<file path="src/rtl/worst_fit_region_allocator_assert.svh">
// Assertion macros used by wfra_ctrl. Each expects clk and arst_n in scope.
`ifndef WORST_FIT_REGION_ALLOCATOR_ASSERT_SVH
`define WORST_FIT_REGION_ALLOCATOR_ASSERT_SVH

// same-cycle implication
`define WFRA_AST_IMP(lbl, ante, cons) \
	lbl: assert property (@(posedge clk) disable iff (!arst_n) (ante) |-> (cons)) \
		else $error("wfra assertion failed");

// next-cycle implication
`define WFRA_AST_NXT(lbl, ante, cons) \
	lbl: assert property (@(posedge clk) disable iff (!arst_n) (ante) |=> (cons)) \
		else $error("wfra assertion failed");

`endif

</file>
<file path="src/rtl/wfra_pkg.sv">
`timescale 1ns / 1ps
package wfra_pkg;
	localparam int DEF_MAX_REGIONS = 16;
	localparam int DEF_ADDR_BITS   = 20;
	localparam int DEF_OWNER_BITS  = 16;

	localparam logic ACT_ALLOC = 1'b0;
	localparam logic ACT_FREE  = 1'b1;

	localparam logic REG_MEMORY_SIZE = 1'b0;

	typedef enum logic [2:0] {
		ST_IDLE,
		ST_SCAN,
		ST_EVAL,
		ST_SHIFT,
		ST_PLACE,
		ST_DONE
	} state_t;

	typedef struct packed {
		logic re;
		logic we;
	} mem_ctl_t;
endpackage

</file>
<file path="src/rtl/wfra_req_if.sv">
`timescale 1ns / 1ps
interface wfra_req_if #(
	parameter int OWNER_BITS = 16,
	parameter int ADDR_BITS  = 20
);
	logic                  valid;
	logic                  ready;
	logic                  action;
	logic [OWNER_BITS-1:0] owner_id;
	logic [ADDR_BITS:0]    request_size;

	modport source(output valid, action, owner_id, request_size, input ready);
	modport sink(input valid, action, owner_id, request_size, output ready);
endinterface

</file>
<file path="src/rtl/wfra_rsp_if.sv">
`timescale 1ns / 1ps
interface wfra_rsp_if #(
	parameter int ADDR_BITS = 20
);
	logic               valid;
	logic               ready;
	logic [ADDR_BITS:0] region_start;
	logic               ok;

	modport source(output valid, region_start, ok, input ready);
	modport sink(input valid, region_start, ok, output ready);
endinterface

</file>
<file path="src/rtl/wfra_table.sv">
`timescale 1ns / 1ps
module wfra_table
	import wfra_pkg::*;
#(
	parameter int MAX_REGIONS = DEF_MAX_REGIONS,
	parameter int ADDR_BITS   = DEF_ADDR_BITS,
	parameter int OWNER_BITS  = DEF_OWNER_BITS,
	localparam int SW = ADDR_BITS + 1,
	localparam int IW = $clog2(MAX_REGIONS)
) (
	input  logic                  clk,
	input  mem_ctl_t              ctl,
	input  logic [IW-1:0]         raddr,
	input  logic [IW-1:0]         waddr,
	input  logic [OWNER_BITS-1:0] wowner,
	input  logic [SW-1:0]         wbegin,
	input  logic [SW-1:0]         wfinish,
	output logic [OWNER_BITS-1:0] rowner,
	output logic [SW-1:0]         rbegin,
	output logic [SW-1:0]         rfinish
);
	logic [OWNER_BITS-1:0] owner_mem  [MAX_REGIONS];
	logic [SW-1:0]         begin_mem  [MAX_REGIONS];
	logic [SW-1:0]         finish_mem [MAX_REGIONS];

	always_ff @(posedge clk) begin
		if (ctl.we) begin
			owner_mem[waddr]  <= wowner;
			begin_mem[waddr]  <= wbegin;
			finish_mem[waddr] <= wfinish;
		end
		if (ctl.re) begin
			rowner  <= owner_mem[raddr];
			rbegin  <= begin_mem[raddr];
			rfinish <= finish_mem[raddr];
		end
	end
endmodule

</file>
<file path="src/rtl/wfra_ctrl.sv">
`timescale 1ns / 1ps
`include "worst_fit_region_allocator_assert.svh"
module wfra_ctrl
	import wfra_pkg::*;
#(
	parameter int MAX_REGIONS = DEF_MAX_REGIONS,
	parameter int ADDR_BITS   = DEF_ADDR_BITS,
	parameter int OWNER_BITS  = DEF_OWNER_BITS,
	localparam int SW = ADDR_BITS + 1,
	localparam int IW = $clog2(MAX_REGIONS),
	localparam int CW = $clog2(MAX_REGIONS + 1)
) (
	input  logic                  clk,
	input  logic                  arst_n,
	input  logic [SW-1:0]         memory_size,
	input  logic                  in_valid,
	output logic                  in_ready,
	input  logic                  in_action,
	input  logic [OWNER_BITS-1:0] in_owner,
	input  logic [SW-1:0]         in_size,
	output logic                  out_valid,
	input  logic                  out_ready,
	output logic [SW-1:0]         out_start,
	output logic                  out_ok,
	output mem_ctl_t              mem_ctl,
	output logic [IW-1:0]         mem_raddr,
	output logic [IW-1:0]         mem_waddr,
	output logic [OWNER_BITS-1:0] mem_wowner,
	output logic [SW-1:0]         mem_wbegin,
	output logic [SW-1:0]         mem_wfinish,
	input  logic [OWNER_BITS-1:0] mem_rowner,
	input  logic [SW-1:0]         mem_rbegin,
	input  logic [SW-1:0]         mem_rfinish
);
	localparam logic [CW-1:0] MAX_CNT = CW'(MAX_REGIONS);

	state_t                state_q, state_n;
	logic [CW-1:0]         cnt_q, k_q, best_idx_q, n_q;
	logic [SW-1:0]         cursor_q, best_left_q, best_start_q, len_q;
	logic                  found_q, hit_q, op_q;
	logic [IW-1:0]         hit_idx_q, src_q;
	logic [OWNER_BITS-1:0] owner_q;
	logic                  w_s1;
	logic [IW-1:0]         dst_s1;
	logic                  ov_q, ok_q, res_ok_q;
	logic [SW-1:0]         start_q, res_start_q;

	logic                  accept, early_fail, proc_c, take_c, fits_c, eval_ok;
	logic [SW-1:0]         hole_end_c, diff_c, left_c;
	logic [CW-1:0]         cand_idx_c;
	logic                  shift_idle;

	assign accept     = in_valid && in_ready;
	assign early_fail = (in_action == ACT_ALLOC) &&
		((in_size == '0) || (in_size > memory_size) || (cnt_q == MAX_CNT));
	assign proc_c     = (state_q == ST_SCAN) && (k_q != '0);
	assign hole_end_c = (state_q == ST_EVAL) ? memory_size : mem_rbegin;
	assign cand_idx_c = (state_q == ST_EVAL) ? cnt_q : k_q - CW'(1);
	assign diff_c     = hole_end_c - cursor_q;
	assign fits_c     = (hole_end_c > cursor_q) && (diff_c >= len_q);
	assign left_c     = diff_c - len_q;
	assign take_c     = fits_c && (!found_q || (left_c > best_left_q));
	assign eval_ok    = (op_q == ACT_ALLOC) ? (found_q || take_c) : hit_q;
	assign shift_idle = (n_q == '0) && !w_s1;

	always_comb begin
		state_n = state_q;
		case (state_q)
			ST_IDLE:  if (accept) state_n = early_fail ? ST_DONE : ST_SCAN;
			ST_SCAN:  if (k_q == cnt_q) state_n = ST_EVAL;
			ST_EVAL:  state_n = eval_ok ? ST_SHIFT : ST_DONE;
			ST_SHIFT: if (shift_idle) state_n = (op_q == ACT_ALLOC) ? ST_PLACE : ST_DONE;
			ST_PLACE: state_n = ST_DONE;
			ST_DONE:  if (!ov_q || out_ready) state_n = ST_IDLE;
			default:  state_n = ST_IDLE;
		endcase
	end

	always_comb begin
		in_ready    = (state_q == ST_IDLE);
		mem_ctl.re  = 1'b0;
		mem_ctl.we  = 1'b0;
		mem_raddr   = k_q[IW-1:0];
		mem_waddr   = dst_s1;
		mem_wowner  = mem_rowner;
		mem_wbegin  = mem_rbegin;
		mem_wfinish = mem_rfinish;
		case (state_q)
			ST_SCAN: mem_ctl.re = (k_q < cnt_q);
			ST_SHIFT: begin
				mem_ctl.re = (n_q != '0);
				mem_raddr  = src_q;
				mem_ctl.we = w_s1;
			end
			ST_PLACE: begin
				mem_ctl.we  = 1'b1;
				mem_waddr   = best_idx_q[IW-1:0];
				mem_wowner  = owner_q;
				mem_wbegin  = best_start_q;
				mem_wfinish = best_start_q + len_q;
			end
			default: ;
		endcase
	end

	always_ff @(posedge clk or negedge arst_n) begin
		if (!arst_n) begin
			state_q <= ST_IDLE;
			cnt_q   <= '0;
			ov_q    <= 1'b0;
			w_s1    <= 1'b0;
			n_q     <= '0;
		end else begin
			state_q <= state_n;
			if ((state_q == ST_DONE) && (!ov_q || out_ready)) ov_q <= 1'b1;
			else if (out_ready) ov_q <= 1'b0;
			case (state_q)
				ST_IDLE: if (accept) begin
					op_q        <= in_action;
					owner_q     <= in_owner;
					len_q       <= in_size;
					k_q         <= '0;
					cursor_q    <= '0;
					found_q     <= 1'b0;
					hit_q       <= 1'b0;
					res_ok_q    <= 1'b0;
					res_start_q <= (in_action == ACT_ALLOC) ? memory_size : '0;
				end
				ST_SCAN: begin
					if (k_q != cnt_q) k_q <= k_q + CW'(1);
					if (proc_c) begin
						if (take_c) begin
							found_q      <= 1'b1;
							best_left_q  <= left_c;
							best_start_q <= cursor_q;
							best_idx_q   <= cand_idx_c;
						end
						if (mem_rfinish > cursor_q) cursor_q <= mem_rfinish;
						if (!hit_q && (mem_rowner == owner_q)) begin
							hit_q     <= 1'b1;
							hit_idx_q <= cand_idx_c[IW-1:0];
						end
					end
				end
				ST_EVAL: begin
					if (take_c) begin
						found_q      <= 1'b1;
						best_start_q <= cursor_q;
						best_idx_q   <= cand_idx_c;
					end
					if (op_q == ACT_ALLOC) begin
						src_q <= cnt_q[IW-1:0] - IW'(1);
						n_q   <= cnt_q - (take_c ? cand_idx_c : best_idx_q);
					end else begin
						src_q <= hit_idx_q + IW'(1);
						n_q   <= hit_q ? (cnt_q - CW'(1) - CW'(hit_idx_q)) : '0;
					end
				end
				ST_SHIFT: begin
					w_s1 <= (n_q != '0);
					if (n_q != '0) begin
						n_q <= n_q - CW'(1);
						if (op_q == ACT_ALLOC) begin
							src_q  <= src_q - IW'(1);
							dst_s1 <= src_q + IW'(1);
						end else begin
							src_q  <= src_q + IW'(1);
							dst_s1 <= src_q - IW'(1);
						end
					end
					if (shift_idle && (op_q == ACT_FREE)) begin
						cnt_q    <= cnt_q - CW'(1);
						res_ok_q <= 1'b1;
					end
				end
				ST_PLACE: begin
					cnt_q       <= cnt_q + CW'(1);
					res_ok_q    <= 1'b1;
					res_start_q <= best_start_q;
				end
				ST_DONE: if (!ov_q || out_ready) begin
					ok_q    <= res_ok_q;
					start_q <= res_start_q;
				end
				default: ;
			endcase
		end
	end

	assign out_valid = ov_q;
	assign out_ok    = ok_q;
	assign out_start = start_q;

	`WFRA_AST_IMP(a_cnt_range, 1'b1, cnt_q <= MAX_CNT)
	`WFRA_AST_IMP(a_shift_no_overlap, mem_ctl.re && mem_ctl.we, mem_raddr != mem_waddr)
	`WFRA_AST_IMP(a_place_room, state_q == ST_PLACE, best_idx_q <= cnt_q && cnt_q < MAX_CNT)
	`WFRA_AST_NXT(a_accept_busy, accept, state_q != ST_IDLE)
endmodule

</file>
<file path="src/rtl/worst_fit_region_allocator.sv">
`timescale 1ns / 1ps
// Worst-fit contiguous region allocator.
// Requests arrive on req (valid/ready): action 0 allocates request_size units
// for owner_id, action 1 frees that owner's lowest-addressed region.
// Each request gives one transfer on rsp: region_start and ok. A failed
// allocate returns memory_size with ok low; a free always returns zero.
// memory_size is written over the APB port when paddr[AW-1] is low. The user
// must write it only while idle; the block itself does not enforce this.
// With N regions held, the controller scans the N table entries for holes,
// checks the tail hole, moves entries through the region table (one read
// and one write port), writes the insert for an allocate and latches the
// result. The next request can be taken as rsp valid comes up. Rejected
// allocations (zero, too big, table full) skip straight to the result.
// One request is in flight at a time; the next is taken once the result is
// latched in the output register, even while rsp is stalled. A stalled rsp
// holds its transfer and blocks the next result only.
// Reset empties the table and sets memory_size to 2^ADDR_BITS; no clearing
// pass is needed.
module worst_fit_region_allocator
	import wfra_pkg::*;
#(
	parameter int MAX_REGIONS = DEF_MAX_REGIONS,
	parameter int ADDR_BITS   = DEF_ADDR_BITS,
	parameter int OWNER_BITS  = DEF_OWNER_BITS,
	localparam int SW = ADDR_BITS + 1,
	localparam int DW = (SW > 32) ? 64 : 32,
	localparam int AW = (SW > 32) ? 4 : 3
) (
	input  logic          clk,
	input  logic          arst_n,
	wfra_req_if.sink      req,
	wfra_rsp_if.source    rsp,
	input  logic          psel,
	input  logic          penable,
	input  logic          pwrite,
	input  logic [AW-1:0] paddr,
	input  logic [DW-1:0] pwdata,
	output logic [DW-1:0] prdata,
	output logic          pready
);
	localparam int IW = $clog2(MAX_REGIONS);

	logic [SW-1:0]         memory_size_q;
	mem_ctl_t              mem_ctl;
	logic [IW-1:0]         mem_raddr, mem_waddr;
	logic [OWNER_BITS-1:0] mem_wowner, mem_rowner;
	logic [SW-1:0]         mem_wbegin, mem_wfinish, mem_rbegin, mem_rfinish;
	logic                  reg_hit;

	assign pready  = 1'b1;
	assign reg_hit = (paddr[AW-1] == REG_MEMORY_SIZE);
	assign prdata  = reg_hit ? DW'(memory_size_q) : '0;

	always_ff @(posedge clk or negedge arst_n) begin
		if (!arst_n) begin
			memory_size_q <= SW'(1) << ADDR_BITS;
		end else if (psel && penable && pwrite && pready && reg_hit) begin
			memory_size_q <= pwdata[SW-1:0];
		end
	end

	wfra_ctrl #(
		.MAX_REGIONS(MAX_REGIONS),
		.ADDR_BITS  (ADDR_BITS),
		.OWNER_BITS (OWNER_BITS)
	) u_ctrl (
		.clk        (clk),
		.arst_n     (arst_n),
		.memory_size(memory_size_q),
		.in_valid   (req.valid),
		.in_ready   (req.ready),
		.in_action  (req.action),
		.in_owner   (req.owner_id),
		.in_size    (req.request_size),
		.out_valid  (rsp.valid),
		.out_ready  (rsp.ready),
		.out_start  (rsp.region_start),
		.out_ok     (rsp.ok),
		.mem_ctl    (mem_ctl),
		.mem_raddr  (mem_raddr),
		.mem_waddr  (mem_waddr),
		.mem_wowner (mem_wowner),
		.mem_wbegin (mem_wbegin),
		.mem_wfinish(mem_wfinish),
		.mem_rowner (mem_rowner),
		.mem_rbegin (mem_rbegin),
		.mem_rfinish(mem_rfinish)
	);

	wfra_table #(
		.MAX_REGIONS(MAX_REGIONS),
		.ADDR_BITS  (ADDR_BITS),
		.OWNER_BITS (OWNER_BITS)
	) u_table (
		.clk    (clk),
		.ctl    (mem_ctl),
		.raddr  (mem_raddr),
		.waddr  (mem_waddr),
		.wowner (mem_wowner),
		.wbegin (mem_wbegin),
		.wfinish(mem_wfinish),
		.rowner (mem_rowner),
		.rbegin (mem_rbegin),
		.rfinish(mem_rfinish)
	);
endmodule
</file>
<file path="src/flat_wrapper.sv">
// flat-port wrapper written by rule: the top's interface ports become plain ports
module worst_fit_region_allocator_flat import wfra_pkg::*;
#(
	parameter int MAX_REGIONS = DEF_MAX_REGIONS,
	parameter int ADDR_BITS   = DEF_ADDR_BITS,
	parameter int OWNER_BITS  = DEF_OWNER_BITS,
	localparam int SW = ADDR_BITS + 1,
	localparam int DW = (SW > 32) ? 64 : 32,
	localparam int AW = (SW > 32) ? 4 : 3
)
  (clk, arst_n, psel, penable, pwrite, paddr, pwdata, prdata, pready, req_valid, req_action, req_owner_id, req_request_size, req_ready, rsp_valid, rsp_region_start, rsp_ok, rsp_ready);
  wfra_req_if #(.OWNER_BITS(OWNER_BITS), .ADDR_BITS(ADDR_BITS)) req_i ();
  wfra_rsp_if #(.ADDR_BITS(ADDR_BITS)) rsp_i ();
  input  logic clk;
  input  logic arst_n;
  input  logic psel;
  input  logic penable;
  input  logic pwrite;
  input  logic [AW-1:0] paddr;
  input  logic [DW-1:0] pwdata;
  output logic [DW-1:0] prdata;
  output logic pready;
  input wire logic [$bits(req_i.valid)-1:0] req_valid;
  input wire logic [$bits(req_i.action)-1:0] req_action;
  input wire logic [$bits(req_i.owner_id)-1:0] req_owner_id;
  input wire logic [$bits(req_i.request_size)-1:0] req_request_size;
  output wire logic [$bits(req_i.ready)-1:0] req_ready;
  output wire logic [$bits(rsp_i.valid)-1:0] rsp_valid;
  output wire logic [$bits(rsp_i.region_start)-1:0] rsp_region_start;
  output wire logic [$bits(rsp_i.ok)-1:0] rsp_ok;
  input wire logic [$bits(rsp_i.ready)-1:0] rsp_ready;
  assign req_i.valid = req_valid;
  assign req_i.action = req_action;
  assign req_i.owner_id = req_owner_id;
  assign req_i.request_size = req_request_size;
  assign req_ready = req_i.ready;
  assign rsp_valid = rsp_i.valid;
  assign rsp_region_start = rsp_i.region_start;
  assign rsp_ok = rsp_i.ok;
  assign rsp_i.ready = rsp_ready;
  worst_fit_region_allocator #(.MAX_REGIONS(MAX_REGIONS), .ADDR_BITS(ADDR_BITS), .OWNER_BITS(OWNER_BITS)) u_core (.clk(clk), .arst_n(arst_n), .req(req_i), .rsp(rsp_i), .psel(psel), .penable(penable), .pwrite(pwrite), .paddr(paddr), .pwdata(pwdata), .prdata(prdata), .pready(pready));
endmodule
</file>
<file path="config.mk">
export PLATFORM = sky130hd
export DESIGN_NAME = worst_fit_region_allocator_flat
export DESIGN_NICKNAME = d
export VERILOG_FILES = /design/src/rtl/wfra_pkg.sv /design/src/rtl/wfra_req_if.sv /design/src/rtl/wfra_rsp_if.sv /design/src/rtl/wfra_table.sv /design/src/rtl/wfra_ctrl.sv /design/src/rtl/worst_fit_region_allocator.sv /design/src/flat_wrapper.sv
export VERILOG_INCLUDE_DIRS = /design/src /design/src/rtl
export SDC_FILE = /design/constraint.sdc
export NUM_CORES = 2
export LEC_CHECK = 0
export CORE_ASPECT_RATIO = 0.5
export CORE_MARGIN = 5
export CORE_UTILIZATION = 45
export DETAILED_ROUTE_END_ITERATION = 10
export DONT_BUFFER_PORTS = 1
export GPL_TIMING_DRIVEN = 0
export PLACE_DENSITY = 0.63
export SYNTH_ARGS = -nofsm -noshare
export SYNTH_HDL_FRONTEND = slang
export SYNTH_SLANG_ARGS = --single-unit
</file>
<file path="constraint.sdc">
create_clock -name clk -period 9.5 [get_ports clk]
set_clock_uncertainty 0.05 [all_clocks]
set_input_delay 0 -clock clk [delete_from_list [all_inputs] [get_ports clk]]
set_output_delay 0 -clock clk [all_outputs]
set_load 0.02 [all_outputs]
</file>
==> impl_metrics.json <==
{
  "synth_compound_area_share_pct": 5.94,
  "routed_wl_um": 142000,
  "synth_top_flop_cell": "edfxtp_1",
  "p_comb_share_pct": 43.4,
  "synth_mux_area_share_pct": 11.0,
  "drt_iter0_drc": 3782,
  "die_w_um": 487,
  "grt_usage_pct": 23.2,
  "wl_per_cell_um": 28.5,
  "switchingPower_mw": 7.98,
  "finalPower_mw": 21.1,
  "switching_share_pct": 37.8,
  "synth_top_area_share_pct": 67.8,
  "synth-edff-count": 1155,
  "critPathTopFamily": "compound AO/OA/AOI/OAI gates",
  "crit_top_cell": "a21o_1",
  "required_ps": 10050,
  "routed_via_density": 5.95,
  "drive_above_1_share_pct": 16.9,
  "grt_pass1_wl_um": 205000,
  "cts.sinks": 1191,
  "path_buf_inv": 3,
  "cts_tree": "yes",
  "setup_violations": 0,
  "yosysWarnings": 0,
  "p_int_mw": 13.1,
  "syn_to_final_growth_pct": 15.4,
  "rr_startpoint": "u_core.u_ctrl.state_q[0]",
  "nNetsFinal": 3601,
  "r2r_setup_slack_ps": 470,
  "max_clock_freq_mhz": 111,
  "vias": 29600,
  "drv_cap": 0,
  "synthAdderAreaFrac_pct": 3.79,
  "yosys.area.top_type": "edfxtp_1",
  "port_buffers": 0,
  "fin_crit_ps": 9030,
  "syn_avg_cell_area_um2": 16.7,
  "r2r_cells": 41,
  "netlist_top_cells_count": "1155 x edfxtp_1, 322 x nand2_1, 232 x mux4_2, 147 x ha_1, 135 x inv_1",
  "seqPwrFrac_pct": 36.4,
  "holdPathStages": 1,
  "synth-xor-area-share_pct": 1.57,
  "startpoint_type": "flop",
  "initial_core_util_pct": 45.4,
  "root_buffer": "clkbuf_16",
  "synthSimpleGateAreaFrac_pct": 5.72,
  "rows": 87,
  "die_height_um": 248,
  "cpPeakStageDelay_ps": 500,
  "core-area_um2": 113000,
  "async_reset_ff_share_pct": 3.02,
  "slew_headroom_pct": 18.5,
  "synth_area_um2": 51200,
  "leakage_nw": 20.4,
  "drc": 0,
  "fin_crit_sh_pct": 95.0,
  "synth_cell_types": 79,
  "end_kind": "flop",
  "worst_slew_pin_slew_ps": 1220,
  "crit_start": "u_core.u_ctrl.state_q[0]",
  "synth_seq_cells": 1191,
  "critical_path_class": "flop to flop",
  "dpl.hpwl_um": 96000,
  "pre_cts_ws_ps": -587,
  "io_pins": 137,
  "hold_violations": 0,
  "maxSlewViolCount": 0,
  "ir_drop_v": 0.000236,
  "fin_ws_ps": 473,
  "gp_congestion": 0.971,
  "cp_slowest_cell": "dfrtp_1",
  "grt_max_degree": 37,
  "cts_buffer_depth": 3,
  "first_global_vias": 29200,
  "min_to": "prdata[0]",
  "p_per_area_nw_per_um2": 358,
  "setup_tns_ps": 0,
  "clkPwrFrac_pct": 20.2,
  "synthCells": 3072,
  "synth_top_family_by_area": "multiplexers",
  "place_area_um2": 54300,
  "drtAntennaViolNets": 0,
  "stdcell_area_um2": 59100,
  "worstPathArrival_ps": 9580,
  "clock_latency_ps": 720,
  "hold_ws_ps": 36.7,
  "path_max_fanout": 10,
  "cts_made_buffers": 107,
  "htreeDepth": 3,
  "firstDrtPassIters": 6,
  "outcome": "finished, final reports clean",
  "min-delay-start": "paddr[2]",
  "cts_setup_buffers": 0,
  "antenna_found_initial": 6,
  "r2r_end": "u_core.u_ctrl.n_q[3]",
  "worstHoldPathType": "primary input to output pin",
  "yosysSeqAreaShare_pct": 69.5,
  "yosysMostFrequentCell": "edfxtp_1",
  "grt_overflow_total": 0,
  "cts.clk_slew.worst_paths_ps": 70,
  "synth_area_leaders": "edfxtp_1 68%, mux4_2 10%, ha_1 3.6%, nand2_1 2.4%, dfrtp_1 1.7%",
  "die_area_um2": 121000
}
[power groups by stage]
stage / combinational (mW) / clock (mW) / sequential (mW)
final: 9.17 / 4.27 / 7.68
after global routing: 10.0 / 4.57 / 7.70
after CTS: 9.06 / 4.33 / 7.65
after detailed placement: 8.92 / 0 / 7.76
after global placement: 8.55 / 0 / 7.81
after floorplan: 6.18 / 0 / 7.55
[per-layer routing]
metal	global-route usage (%)	vias to the layer above	routed length, µm
li1	-	12600	-
met4	7.12	4	4620
met1	33.9	15300	59600
met2	34.8	1472	63200
met5	0	-	27
met3	5.51	253	14100
[worst register-to-register path, delay by kind of cell (launching register included)]
kind	cells	cell delay [ps]
AO/OA/AOI/OAI	23	4250
AND/OR/NAND/NOR	7	1380
adder cells (fa/ha/maj)	4	1240
buffers and inverters	3	620
XOR/XNOR	3	530
flip-flops	1	500
multiplexers	1	330
[worst max path at each step]
stage | end | slack, ps | depth (start not counted)
finish | u_core.u_ctrl.n_q[3] | 470 | 41
global route | u_core.u_ctrl.n_q[3] | -8 | 41
CTS | u_core.u_ctrl.n_q[3] | 80 | 42
detailed placement | u_core.u_ctrl.n_q[3] | -590 | 42
global placement | u_core.u_ctrl.n_q[3] | -430 | 42
floorplan | u_core.u_ctrl.n_q[4] | 1640 | 40
[through the flow]
step	cells	utilization, %
2_1_floorplan	3082	-
3_3_place_gp	4595	47.1
3_5_place_dp	4653	48.2
4_1_cts	4968	52.3
5_1_grt	4969	52.4
6_report	4970	52.4
[state kept, by name (all words and copies together) (netlist names), 16 cells and up]
name / flops
u_core.u_ctrl.out_start: 21
u_core.u_table.owner_mem: 256
u_core.u_ctrl.len_q: 21
u_core.u_table.rbegin: 21
u_core.u_ctrl.cursor_q: 21
u_core.u_table.begin_mem: 336
u_core.u_ctrl.owner_q: 16
u_core.u_table.rowner: 16
u_core.u_ctrl.res_start_q: 21
u_core.u_ctrl.best_start_q: 21
u_core.u_ctrl.best_left_q: 21
u_core.memory_size_q: 21
u_core.u_table.finish_mem: 336
u_core.u_table.rfinish: 21
[logic make-up (layout without fill, tap and decap cells)]
| logic type | count (synthesis) | in the layout |
|---|---|---|
| flops | 1191 | 1191 |
| simple gates | 638 | 638 |
| compound gates | 452 | 452 |
| buf+inv | 277 | 649 |
| mux | 268 | 268 |
| fa+ha+maj | 152 | 152 |
| xor+xnor | 92 | 92 |
| other cells | 2 | 15 |
[area by class of cell]
class	count	area, µm²
Inverter	135	507
Fill cell	9031	53700
Clock buffer	135	2830
Timing Repair Buffer	179	2290
Tap cell	1513	1890
Multi-Input combinational cell	1614	14600
Clock inverter	59	568
Sequential cell	1191	35600
Antenna cell	3	7.51
Buffer	141	754
[placed cells by master, fill, tap and decap left out, types with 11 or more instances in the layout]
master and n:
a21oi_1 71, clkinv_1 23, clkbuf_16 109, dlygate4sd3_1 119
mux4_2 232, o21bai_1 11, xnor2_1 52, mux2_2 25
o21ai_0 65, clkbuf_1 97, and2_1 81, a22o_1 21
o21a_1 14, buf_2 23, buf_4 30, nand3_1 17
nor2_4 17, nand2b_1 12, edfxtp_1 1155, a211oi_1 65
nand2_1 319, a21o_1 52, nor3_1 24, nand4_1 17
nor2_1 81, conb_1 12, ha_1 147, buf_6 12
o21ai_1 22, buf_12 38, xor2_1 40, a31oi_1 63
dfrtp_1 35, clkinv_2 19, nor2b_1 15, inv_1 135
[timing repair]
| item | 4_1_cts | 5_1_grt |
|---|---|---|
| hold buffers | 121 | 0 |
| setup endpoints to repair | 4 | 4 |
| resized for setup | 6 | 16 |
| pin swaps | 1 | 1 |
| hold endpoints to repair | 225 | 0 |
No activity file was read; power rests on OpenSTA's default activity.
